$ cat src/hdl/barep_pkg.sv
// Shared types and constants for the button autorepeat unit.
// No dependencies.
package barep_pkg;

	localparam int NUM_BUTTONS = 12;
	localparam int BTN_IN_W    = 12;
	localparam int TIME_W      = 32;
	localparam int CFG_W       = 16;
	localparam int CFG_IDX_W   = 2;
	localparam int BIDX_OUT_W  = 4;

	localparam int BIDX_W  = (NUM_BUTTONS > 1) ? $clog2(NUM_BUTTONS) : 1;
	localparam int CNT_W   = $clog2(NUM_BUTTONS + 1);

	localparam int IN_TDATA_W  = ((TIME_W + BTN_IN_W + 7) / 8) * 8;
	localparam int OUT_TDATA_W = ((BIDX_OUT_W + 7) / 8) * 8;

	localparam int QUEUE_DEPTH = 2;
	localparam int QPTR_W      = (QUEUE_DEPTH > 1) ? $clog2(QUEUE_DEPTH) : 1;
	localparam int QCNT_W      = $clog2(QUEUE_DEPTH + 1);

	localparam logic [CFG_IDX_W-1:0] CFG_DELAY_MS  = CFG_IDX_W'(0);
	localparam logic [CFG_IDX_W-1:0] CFG_PERIOD_MS = CFG_IDX_W'(1);

	localparam logic [CFG_W-1:0] RST_DELAY_MS  = CFG_W'(500);
	localparam logic [CFG_W-1:0] RST_PERIOD_MS = CFG_W'(100);

	typedef struct packed {
		logic [CFG_W-1:0] delay_ms;
		logic [CFG_W-1:0] period_ms;
	} cfg_t;

	// One classified poll, as it sits in the queue.
	typedef struct packed {
		logic [TIME_W-1:0]      now_ms;
		logic [NUM_BUTTONS-1:0] press_mask;
		logic [NUM_BUTTONS-1:0] hold_mask;
		logic [NUM_BUTTONS-1:0] rel_mask;
	} poll_t;

	typedef struct packed {
		logic [BIDX_W-1:0] idx;
		logic              press;
	} event_t;

endpackage

$ cat src/hdl/button_autorepeat_event_generator_unit.sv
// Top level of the button autorepeat event generator: config registers,
// front classifier, poll queue and back-end event scanner. Depends on barep_pkg.
//
//  channel | dir | handshake          | payload
//  --------+-----+--------------------+---------------------------------------------
//  s_*     | in  | s_tvalid/s_tready  | one poll: now_ms, buttons_down
//  m_*     | out | m_tvalid/m_tready  | one event: button_index, is_press, last
//  cfg_*   | in  | cfg_we             | cfg_idx 0 first-repeat delay, 1 repeat period
//
// The back end scans the buttons of a poll in turn through the shared deadline
// add/compare, then closes out the poll.
// The front takes a poll per cycle while the two-entry queue has room.
// Output stalls hold the scanner only when a second event is ready to go.
// Reset clears the queue, the held-button history, config to 500/100.
module button_autorepeat_event_generator_unit (
	input  logic                               clk,
	input  logic                               arst_n,
	input  logic                               s_tvalid,
	output logic                               s_tready,
	// [31:0] now_ms, [43:32] buttons_down, [47:44] zero
	input  logic [barep_pkg::IN_TDATA_W-1:0]   s_tdata,
	output logic                               m_tvalid,
	input  logic                               m_tready,
	// [3:0] button_index, [7:4] zero
	output logic [barep_pkg::OUT_TDATA_W-1:0]  m_tdata,
	// [0] is_press
	output logic                               m_tuser,
	output logic                               m_tlast,
	input  logic                               cfg_we,
	input  logic [barep_pkg::CFG_IDX_W-1:0]    cfg_idx,
	input  logic [barep_pkg::CFG_W-1:0]        cfg_data
);
	import barep_pkg::*;

	cfg_t  cfg_q;
	poll_t front_entry;
	poll_t head_entry;
	logic  q_push, q_pop, q_full, q_not_empty;

	// Config writes; indexes beyond the list are dropped.
	always_ff @(posedge clk or negedge arst_n) begin
		if (!arst_n) begin
			cfg_q.delay_ms  <= RST_DELAY_MS;
			cfg_q.period_ms <= RST_PERIOD_MS;
		end else if (cfg_we) begin
			case (cfg_idx)
				CFG_DELAY_MS:  cfg_q.delay_ms  <= cfg_data;
				CFG_PERIOD_MS: cfg_q.period_ms <= cfg_data;
				default: ;
			endcase
		end
	end

	// Front: classify press / hold / release per button.
	barep_front u_front (
		.clk      (clk),
		.arst_n   (arst_n),
		.s_tvalid (s_tvalid),
		.s_tdata  (s_tdata),
		.q_full   (q_full),
		.s_tready (s_tready),
		.q_push   (q_push),
		.q_entry  (front_entry)
	);

	// Decouples poll intake from event emission.
	barep_queue u_queue (
		.clk       (clk),
		.arst_n    (arst_n),
		.push      (q_push),
		.wr_entry  (front_entry),
		.pop       (q_pop),
		.full      (q_full),
		.not_empty (q_not_empty),
		.rd_entry  (head_entry)
	);

	// Back: ascending scan, deadline bookkeeping, event beats.
	barep_back u_back (
		.clk      (clk),
		.arst_n   (arst_n),
		.cfg      (cfg_q),
		.q_valid  (q_not_empty),
		.q_entry  (head_entry),
		.q_pop    (q_pop),
		.m_tvalid (m_tvalid),
		.m_tready (m_tready),
		.m_tdata  (m_tdata),
		.m_tuser  (m_tuser),
		.m_tlast  (m_tlast)
	);

endmodule

$ cat src/hdl/barep_front.sv
// Front end: unpacks a poll beat and classifies each button against the last poll.
// Depends on barep_pkg.
module barep_front (
	input  logic                              clk,
	input  logic                              arst_n,
	input  logic                              s_tvalid,
	input  logic [barep_pkg::IN_TDATA_W-1:0]  s_tdata,
	input  logic                              q_full,
	output logic                              s_tready,
	output logic                              q_push,
	output barep_pkg::poll_t                  q_entry
);
	import barep_pkg::*;

	logic [NUM_BUTTONS-1:0] prev_q;
	logic [NUM_BUTTONS-1:0] down;

	// A button's down flag is its bit in the current poll's buttons_down field.
	assign down     = NUM_BUTTONS'(s_tdata[TIME_W +: BTN_IN_W]);
	assign s_tready = !q_full;
	assign q_push   = s_tvalid && !q_full;

	always_comb begin
		q_entry.now_ms     = s_tdata[TIME_W-1:0];
		q_entry.press_mask = down & ~prev_q;
		q_entry.hold_mask  = down & prev_q;
		q_entry.rel_mask   = ~down & prev_q;
	end

	always_ff @(posedge clk or negedge arst_n) begin
		if (!arst_n) begin
			prev_q <= '0;
		end else if (q_push) begin
			prev_q <= down;
		end
	end

endmodule

$ cat src/hdl/barep_queue.sv
// Short FIFO of classified polls between front and back end.
// Depends on barep_pkg.
module barep_queue (
	input  logic             clk,
	input  logic             arst_n,
	input  logic             push,
	input  barep_pkg::poll_t wr_entry,
	input  logic             pop,
	output logic             full,
	output logic             not_empty,
	output barep_pkg::poll_t rd_entry
);
	import barep_pkg::*;

	poll_t             mem_q [QUEUE_DEPTH];
	logic [QPTR_W-1:0] wr_ptr_q;
	logic [QPTR_W-1:0] rd_ptr_q;
	logic [QCNT_W-1:0] count_q;

	assign full      = (count_q == QCNT_W'(QUEUE_DEPTH));
	assign not_empty = (count_q != '0);
	assign rd_entry  = mem_q[rd_ptr_q];

	always_ff @(posedge clk) begin
		if (push) begin
			mem_q[wr_ptr_q] <= wr_entry;
		end
	end

	always_ff @(posedge clk or negedge arst_n) begin
		if (!arst_n) begin
			wr_ptr_q <= '0;
			rd_ptr_q <= '0;
			count_q  <= '0;
		end else begin
			if (push) begin
				wr_ptr_q <= (wr_ptr_q == QPTR_W'(QUEUE_DEPTH - 1)) ? '0 : wr_ptr_q + 1'b1;
			end
			if (pop) begin
				rd_ptr_q <= (rd_ptr_q == QPTR_W'(QUEUE_DEPTH - 1)) ? '0 : rd_ptr_q + 1'b1;
			end
			if (push && !pop) begin
				count_q <= count_q + 1'b1;
			end else if (pop && !push) begin
				count_q <= count_q - 1'b1;
			end
		end
	end

endmodule

$ cat src/hdl/barep_back.sv
// Back end: scans buttons of the head poll one per cycle while no output
// stall holds it, keeps deadlines, holds one event back so the final one
// of a poll can carry tlast. Depends on barep_pkg.
module barep_back (
	input  logic                               clk,
	input  logic                               arst_n,
	input  barep_pkg::cfg_t                    cfg,
	input  logic                               q_valid,
	input  barep_pkg::poll_t                   q_entry,
	output logic                               q_pop,
	output logic                               m_tvalid,
	input  logic                               m_tready,
	output logic [barep_pkg::OUT_TDATA_W-1:0]  m_tdata,
	output logic                               m_tuser,
	output logic                               m_tlast
);
	import barep_pkg::*;

	logic [CNT_W-1:0]  cnt_q;
	logic [TIME_W-1:0] deadline_q [NUM_BUTTONS];
	logic              pend_valid_q;
	event_t            pend_q;
	logic              out_valid_q;
	event_t            out_q;
	logic              out_last_q;

	logic [BIDX_W-1:0] bi;
	logic [TIME_W-1:0] dl;
	logic              scan, is_new, is_rel, rpt, hit;
	logic              out_free, step, fin, load_out;

	always_comb begin
		scan   = q_valid && (cnt_q != CNT_W'(NUM_BUTTONS));
		bi     = cnt_q[BIDX_W-1:0];
		dl     = deadline_q[bi];
		is_new = q_entry.press_mask[bi];
		is_rel = q_entry.rel_mask[bi];
		rpt    = q_entry.hold_mask[bi] && (q_entry.now_ms > dl);
		hit    = scan && (is_new || is_rel || rpt);
		out_free = !out_valid_q || m_tready;
		// a new event displaces the pending one into the output register
		step     = scan && (!(hit && pend_valid_q) || out_free);
		fin      = q_valid && !scan && (!pend_valid_q || out_free);
		load_out = pend_valid_q && ((step && hit) || fin);
	end

	assign q_pop    = fin;
	assign m_tvalid = out_valid_q;
	assign m_tdata  = OUT_TDATA_W'(out_q.idx);
	assign m_tuser  = out_q.press;
	assign m_tlast  = out_last_q;

	always_ff @(posedge clk) begin
		if (step && scan) begin
			if (is_new) begin
				deadline_q[bi] <= q_entry.now_ms + TIME_W'(cfg.delay_ms);
			end else if (rpt) begin
				deadline_q[bi] <= dl + TIME_W'(cfg.period_ms);
			end
		end
		if (step && hit) begin
			pend_q.idx   <= bi;
			pend_q.press <= !is_rel;
		end
		if (load_out) begin
			out_q      <= pend_q;
			out_last_q <= fin;
		end
	end

	always_ff @(posedge clk or negedge arst_n) begin
		if (!arst_n) begin
			cnt_q        <= '0;
			pend_valid_q <= 1'b0;
			out_valid_q  <= 1'b0;
		end else begin
			if (fin) begin
				cnt_q        <= '0;
				pend_valid_q <= 1'b0;
			end else if (step) begin
				cnt_q <= cnt_q + 1'b1;
				if (hit) begin
					pend_valid_q <= 1'b1;
				end
			end
			if (load_out) begin
				out_valid_q <= 1'b1;
			end else if (m_tready) begin
				out_valid_q <= 1'b0;
			end
		end
	end

endmodule

$ cat config.mk
export PLATFORM = sky130hd
export DESIGN_NAME = button_autorepeat_event_generator_unit
export DESIGN_NICKNAME = d
export VERILOG_FILES = /design/src/hdl/barep_pkg.sv /design/src/hdl/button_autorepeat_event_generator_unit.sv /design/src/hdl/barep_front.sv /design/src/hdl/barep_queue.sv /design/src/hdl/barep_back.sv
export SDC_FILE = /design/constraint.sdc
export NUM_CORES = 1
export LEC_CHECK = 0
export CORE_ASPECT_RATIO = 0.8
export CORE_MARGIN = 5
export CORE_UTILIZATION = 64
export DETAILED_ROUTE_END_ITERATION = 10
export DONT_BUFFER_PORTS = 1
export HOLD_SLACK_MARGIN = 0.05
export PLACE_DENSITY = 0.8
export RECOVER_POWER = 100
export SYNTH_ARGS = -nofsm -noshare
export SYNTH_HDL_FRONTEND = slang
export SYNTH_SLANG_ARGS = --single-unit
$ cat constraint.sdc
create_clock -name clk -period 8.5 [get_ports clk]
set_input_delay 0.85 -clock clk [delete_from_list [all_inputs] [get_ports clk]]
set_output_delay 0.85 -clock clk [all_outputs]
set_load 0.005 [all_outputs]
# Word-level counts from Yosys, hierarchy flattened
# Memory sizes are Yosys's and may differ from the RTL's.
# Index checks and enable logic that the tools add are counted.
word_totals:
  register_bits: 65
  latchBits: 0
  ram_bits: 520
  rom_bits: 0
  input_bits: 71
  word_cells: 97
  memories: 2
op_classes:
  add_sub_neg: 7
  multipliers: 0
  n_div: 0
  order_cmp: 2
  n_eq_ne: 3
  n_shift: 0
  n_mux: 27
  bitwise_logic: 6
  reduce_logical: 36
mem_list:
  columns: ["memory", "words", "word_bits", "rd", "rd_ports_with_merged_regs", "write_ports", "line_no", "rtl"]
  rows:
  - ["u_back.deadline_q", 12, 32, 1, 0, 1, "barep_back.sv:20", "logic [TIME_W-1:0] deadline_q [NUM_BUTTONS];"]
  - ["u_queue.mem_q", 2, 68, 1, 0, 1, "barep_queue.sv:15", "poll_t mem_q [QUEUE_DEPTH];"]
op_table:
  columns: ["operator", "n"]
  rows:
  - ["$add A32 B16 Y32", 2]
  - ["$and A12 B12 Y12", 3]
  - ["$gt A32 B32 Y1", 1]
  - ["$mux W32", 1]
  - ["$not A12 Y12", 2]
  - ["$mux W1", 19]
  - ["$logic_and A1 B1 Y1", 13]
  - ["$bmux W1 S4", 3]
  - ["$reduce_bool A2 Y1", 5]
  - ["$logic_not A1 Y1", 8]
  - ["$mux W4", 2]
  - ["$logic_or A1 B1 Y1", 6]
  - ["$reduce_and A2 Y1", 3]
  - ["$lt A4 B5 Y1 const B", 1]
  - ["$add A4 B1 Y4 const B", 1]
  - ["$mux W2", 2]
  - ["$ne A4 B4 Y1 const B", 1]
  - ["$add A1 B1 Y1 const B", 2]
  - ["$add A2 B1 Y2 const B", 1]
  - ["$eq A2 B1 Y1 const B", 1]
  - ["$eq A2 B2 Y1 const B", 1]
  - ["$logic_not A2 Y1", 1]
  - ["$sub A2 B1 Y2 const B", 1]
  - ["$or A1 B1 Y1", 1]

# Longest topological paths before layout
# An unclocked memory read counts as a cell.
logic_depth:
  depth_word: 14
  depth_mapped: 20
  depth_no_buf: 14

# By module
# From an unflattened synthesis, not the netlist that was laid out.
hier_totals:
  cells_unflattened: 1549
  hier_area_um2: 26305.2
modules_own_cells:
  columns: ["mod", "instances", "cells_per_inst", "area_per_inst_um2"]
  rows:
  - ["barep_back", 1, 1158, 18970.7]
  - ["barep_queue", 1, 228, 5138.7]
  - ["button_autorepeat_event_generator_unit", 1, 68, 1223.7]
  - ["barep_front", 1, 95, 972.2]

# Least setup slack after synthesis
# Ideal clock, no wire load.
synth_path:
  path_type: "reg2reg"
  from: "register u_queue.rd_ptr_q"
  to: "memory u_back.deadline_q[7][0], enable pin"
  t_arrival_ps: 5744
  path_slack_ps: 2295
  stages_incl_launch_ff: 17
  path_buffers: 7
  path_cell_list: "dfrtp_1 -> buf_4 -> buf_6 -> buf_4 -> buf_4 -> buf_2 -> buf_1 -> buf_2 -> mux2_2 -> ha_1 -> and3_1 -> nand4_1 -> a211oi_1 -> o311ai_0 -> a211oi_1 -> o21bai_1 -> nor3_1"
synth_via:
  elab_chain_len: 14
synth_rtl:
  columns: ["element", "line_no", "rtl"]
  rows:
  - ["start: declaration", "barep_queue.sv:17", "logic [QPTR_W-1:0] rd_ptr_q;"]
  - ["start signal: assignment", "barep_queue.sv:40", "rd_ptr_q <= (rd_ptr_q == QPTR_W'(QUEUE_DEPTH - 1)) ? '0 : rd_ptr_q + 1'b1;"]
  - ["$mem_v2 Z2 W68 (*)", null, null]
  - ["parallel branches: the longest is 12 deep, another holds $gt A32 B32 Y1", null, null]
  - ["$or A1 B1 Y1 (no line) (*)", null, null]
  - ["end: declaration", "barep_back.sv:20", null]
# Mark *: on every way between the ends. The select of a mux whose other input is x is not followed.

# Final worst setup path
layout_path:
  from: "register u_back.cnt_q[3], in the netlist u_back.bi[3]"
  to: "memory u_back.deadline_q[11][11], enable pin"
layout_via:
  elab_chain_len: 13
layout_rtl:
  columns: ["element", "line_no", "rtl"]
  rows:
  - ["start: declaration", "barep_back.sv:19", "logic [CNT_W-1:0] cnt_q;"]
  - ["start signal: assignment", "barep_back.sv:81", "cnt_q <= cnt_q + 1'b1;"]
  - ["$mem_v2 Z12 W32, or another cell as far along", null, null]
  - ["$gt A32 B32 Y1, or another cell as far along", "barep_back.sv:38", "rpt = q_entry.hold_mask[bi] && (q_entry.now_ms > dl);"]
  - ["$logic_and A1 B1 Y1 or $logic_or A1 B1 Y1 (tied branches)", "barep_back.sv:38, barep_back.sv:39", null]
  - ["$logic_or A1 B1 Y1", "barep_back.sv:39", "hit = scan && (is_new || is_rel || rpt);"]
  - ["$logic_and A1 B1 Y1", "barep_back.sv:39", null]
  - ["$logic_and A1 B1 Y1", "barep_back.sv:42", "step = scan && (!(hit && pend_valid_q) || out_free);"]
  - ["$logic_not A1 Y1", "barep_back.sv:42", null]
  - ["$logic_or A1 B1 Y1", "barep_back.sv:42", null]
  - ["$logic_and A1 B1 Y1", "barep_back.sv:42", null]
  - ["$logic_and A1 B1 Y1", "barep_back.sv:54", "if (step && scan) begin"]
  - ["$mux W1", "barep_back.sv:54", null]
  - ["$mux W1, on equally long branches", "barep_back.sv:56, barep_back.sv:58", null]
  - ["$or A1 B1 Y1 (no line)", null, null]
# Several ways; a longest one is shown, not always the timed one. The select of a mux whose other input is x is not followed.

==> impl_metrics.ini <==
[global_route]
overflow = 0
grt_pass1_wl_mm = 84.92
globalRouteTotalUtil = 0.2584
grt_max_degree = 73
antenna_found_initial = 6
grt_pass1_vias = 13947

[sta]
rsz0062_at_grt = no
fin_tns_setup_ns = 0
hold_viol = 0
clock_skew_ns = 0.03758
layout_min_cycle_time_ns = 7.254
hold_ws_ns = 0.1214
max-slew-margin-rel = -1.382
setup_violations = 0
final.period_utilization = 0.8535
slew_viol_final = 280
tightest_slew_ns = 3.572
fmax_mhz = 137.8

[worst_setup_path]
slowest_delay_ns = 1.48
cp.required_ns = 8.70
critPathLaunchType = flip-flop
path_common_cell = a211oi_1
cp-startpoint = u_back.bi[3]
critical_path_class = reg -> reg
r2r-start = u_back.bi[3]
slowest_stage = clkbuf_1
crit_fanout = 37
crit_chain = clkbuf_1 -> nand2_1 -> o21a_1 -> ha_1 -> and3_1 -> nand4_1 -> a211oi_1 -> o311ai_0 -> a211oi_1 -> o21bai_1 -> nor3_2 -> clkbuf_2
crit_arrival_ns = 7.45
crit_path_end_kind = flip-flop

[clock_network]
clock_path_buffers = 3
root_buffer = clkbuf_16
postCtsSetupRepairBufs = 0
clk_pin_slew_ns = 0.06
numClockSinks = 585
htreeDepth = 2
clock_latency_ns = 0.60
cts_tree = built
cts_buffers = 54

[finish]
drive_above_1_share = 0.1868
final_cell_mix = edfxtp_1 (531), mux4_2 (100), nand2_1 (83)
syn_to_final_growth_pct = 8.869
finalInstanceArea_sq_um = 27950
final_nets = 1675
utilization = 0.7072
nFillCells = 2456
final_common_cell = edfxtp_1

[routing]
vias = 13775
drt_iter0_markers = 1595
post_drt_wl_per_cell_um = 26.60
vias_per_cell = 6.507
drc = 0
drt-pass1-iter-count = 5
postRouteWirelength_mm = 56.31
ant_nets = 0

[synthesis]
ys_ff_latch = 585
synthArstFlopShare = 0.09231
synth_top_area_share = 0.6211
synthCells = 1506
yosys_warnings = 0
ys_dominant_reg_cell = edfxtp_1
syn_area_per_cell_sq_um = 17.05
synth.cell_area_sq_um = 25670
yosysSeqAreaShare = 0.6741
yosys.cell_types.count = 72
synth-edff-count = 531
synth.largest_area_cell = edfxtp_1
synth_area_leaders = edfxtp_1 (62%), mux4_2 (8.8%), dfrtp_1 (4.4%)

[hold_path]
hold_path_class = in -> async

[floorplan]
die_height_um = 189.1
core_area_sq_um = 39530
die_area_sq_um = 44250
initial_core_util = 0.6496
row_count = 65
ios = 83
fp.dieW_um = 233.9

[place]
dpl_cell_area_sq_um = 26260
gp_congestion = 0.9103
dp_hpwl_mm = 33.69
port_buffers = 0

[power]
power_density_nw_per_um2 = 421.1
vdd_drop_max_uv = 276.5
p_leak_nw = 9.525

[status]
violations = capacitance limit, slew limit
outcome = finished with violations

[run]
maxCapViolations = 8
-- cells in the mapped netlist, drive strengths merged (27+ instances only) --
library cell and instances:
nor2 42, xnor2 36, a21oi 58, o21ai 27, inv 44, edfxtp 531
nor2b 42, mux2i 59, mux2 69, dfrtp 45, ha 69, buf 37
and2 28, nand2 83, mux4 106
-- power breakdown --
group / switching [mW] / leakage (nW) / internal, mW
registers: 0.327 / 5.46 / 4.42
clock network: 1.04 / 0.871 / 1.38
logic: 2.89 / 3.19 / 1.72
-- final cells by class --
| class | count | area, sq um | share of cell area |
|---|---|---|---|
| Tap cell | 536 | 670.6 | 0.02399 |
| Inverter | 45 | 168.9 | 0.006043 |
| Sequential cell | 585 | 17320 | 0.6196 |
| Multi-Input combinational cell | 823 | 7880 | 0.2819 |
| Timing Repair Buffer | 24 | 137.6 | 0.004924 |
| Clock inverter | 33 | 332.8 | 0.01191 |
| Antenna cell | 2 | 5.005 | 0.0001791 |
| Clock buffer | 69 | 1438 | 0.05143 |
-- through the flow --
stage	instances	setup slack [ns]	power, mW
after floorplan	1509	2.295	8.030
after global placement	2012	2.365	9.129
after detailed placement	2012	2.266	9.320
after CTS	2115	2.174	11.77
after global routing	2115	0.9312	12.40
final	2117	1.246	11.77
-- registers in the layout, indices dropped and copies added (netlist names), 2 cells and up --
signal / flops
u_queue.mem_q: 136
u_back.m_tdata: 4
u_front.prev_q: 12
u_back.bi: 4
u_back.deadline_q: 384
cfg_q: 32
u_queue.count_q: 2
u_back.pend_q: 5
-- final timing paths --
| path | slack [ns] | to | cells past startpoint |
|---|---|---|---|
| worst max register to register | 1.25 | u_back.deadline_q[11][11] | 12 |
| min in group clk | 0.34 | u_queue.mem_q[1][59] | 0 |
| worst min-delay path | 0.12 | cfg_q[2] | 0 |
| worst max-delay path | 1.25 | u_back.deadline_q[11][11] | 12 |
| max in group asynchronous | 5.21 | u_back.bi[0] | 1 |
| worst min register to register | 0.42 | u_back.m_tdata[1] | 0 |
-- critical path: cells and delay by family (launching register included) --
kind	cells	cell delay, ns
buffers and inverters	2	2.31
and+or+nand+nor	4	1.52
AOI/OAI and AO/OA	5	1.45
DFF	1	1.21
adders and majority gates	1	0.30
-- layer usage --
layer,track usage,vias to the layer above,routed length [um],share of wire
met5,0,-,56,0.00099
met4,0.07767,8,1538,0.027
met3,0.06312,113,5444,0.097
met2,0.4031,667,26610,0.47
met1,0.3705,7006,22650,0.40
li1,-,5981,-,-
-- kinds of logic after synthesis --
group	synth area share
DFF	0.6741
and+or+nand+nor	0.05556
muxes	0.1471
AOI/OAI and AO/OA	0.04791
buffers and inverters	0.02018
adders and majority gates	0.03519
xor gates and xnor gates	0.01979
other	0.0001461
-- what timing repair did --
item / CTS / global route
endpoints found under the hold margin: 45 / 0
gates resized for setup: 0 / 0
hold buffers: 1 / 0
Power figures use the tool's default switching activity.
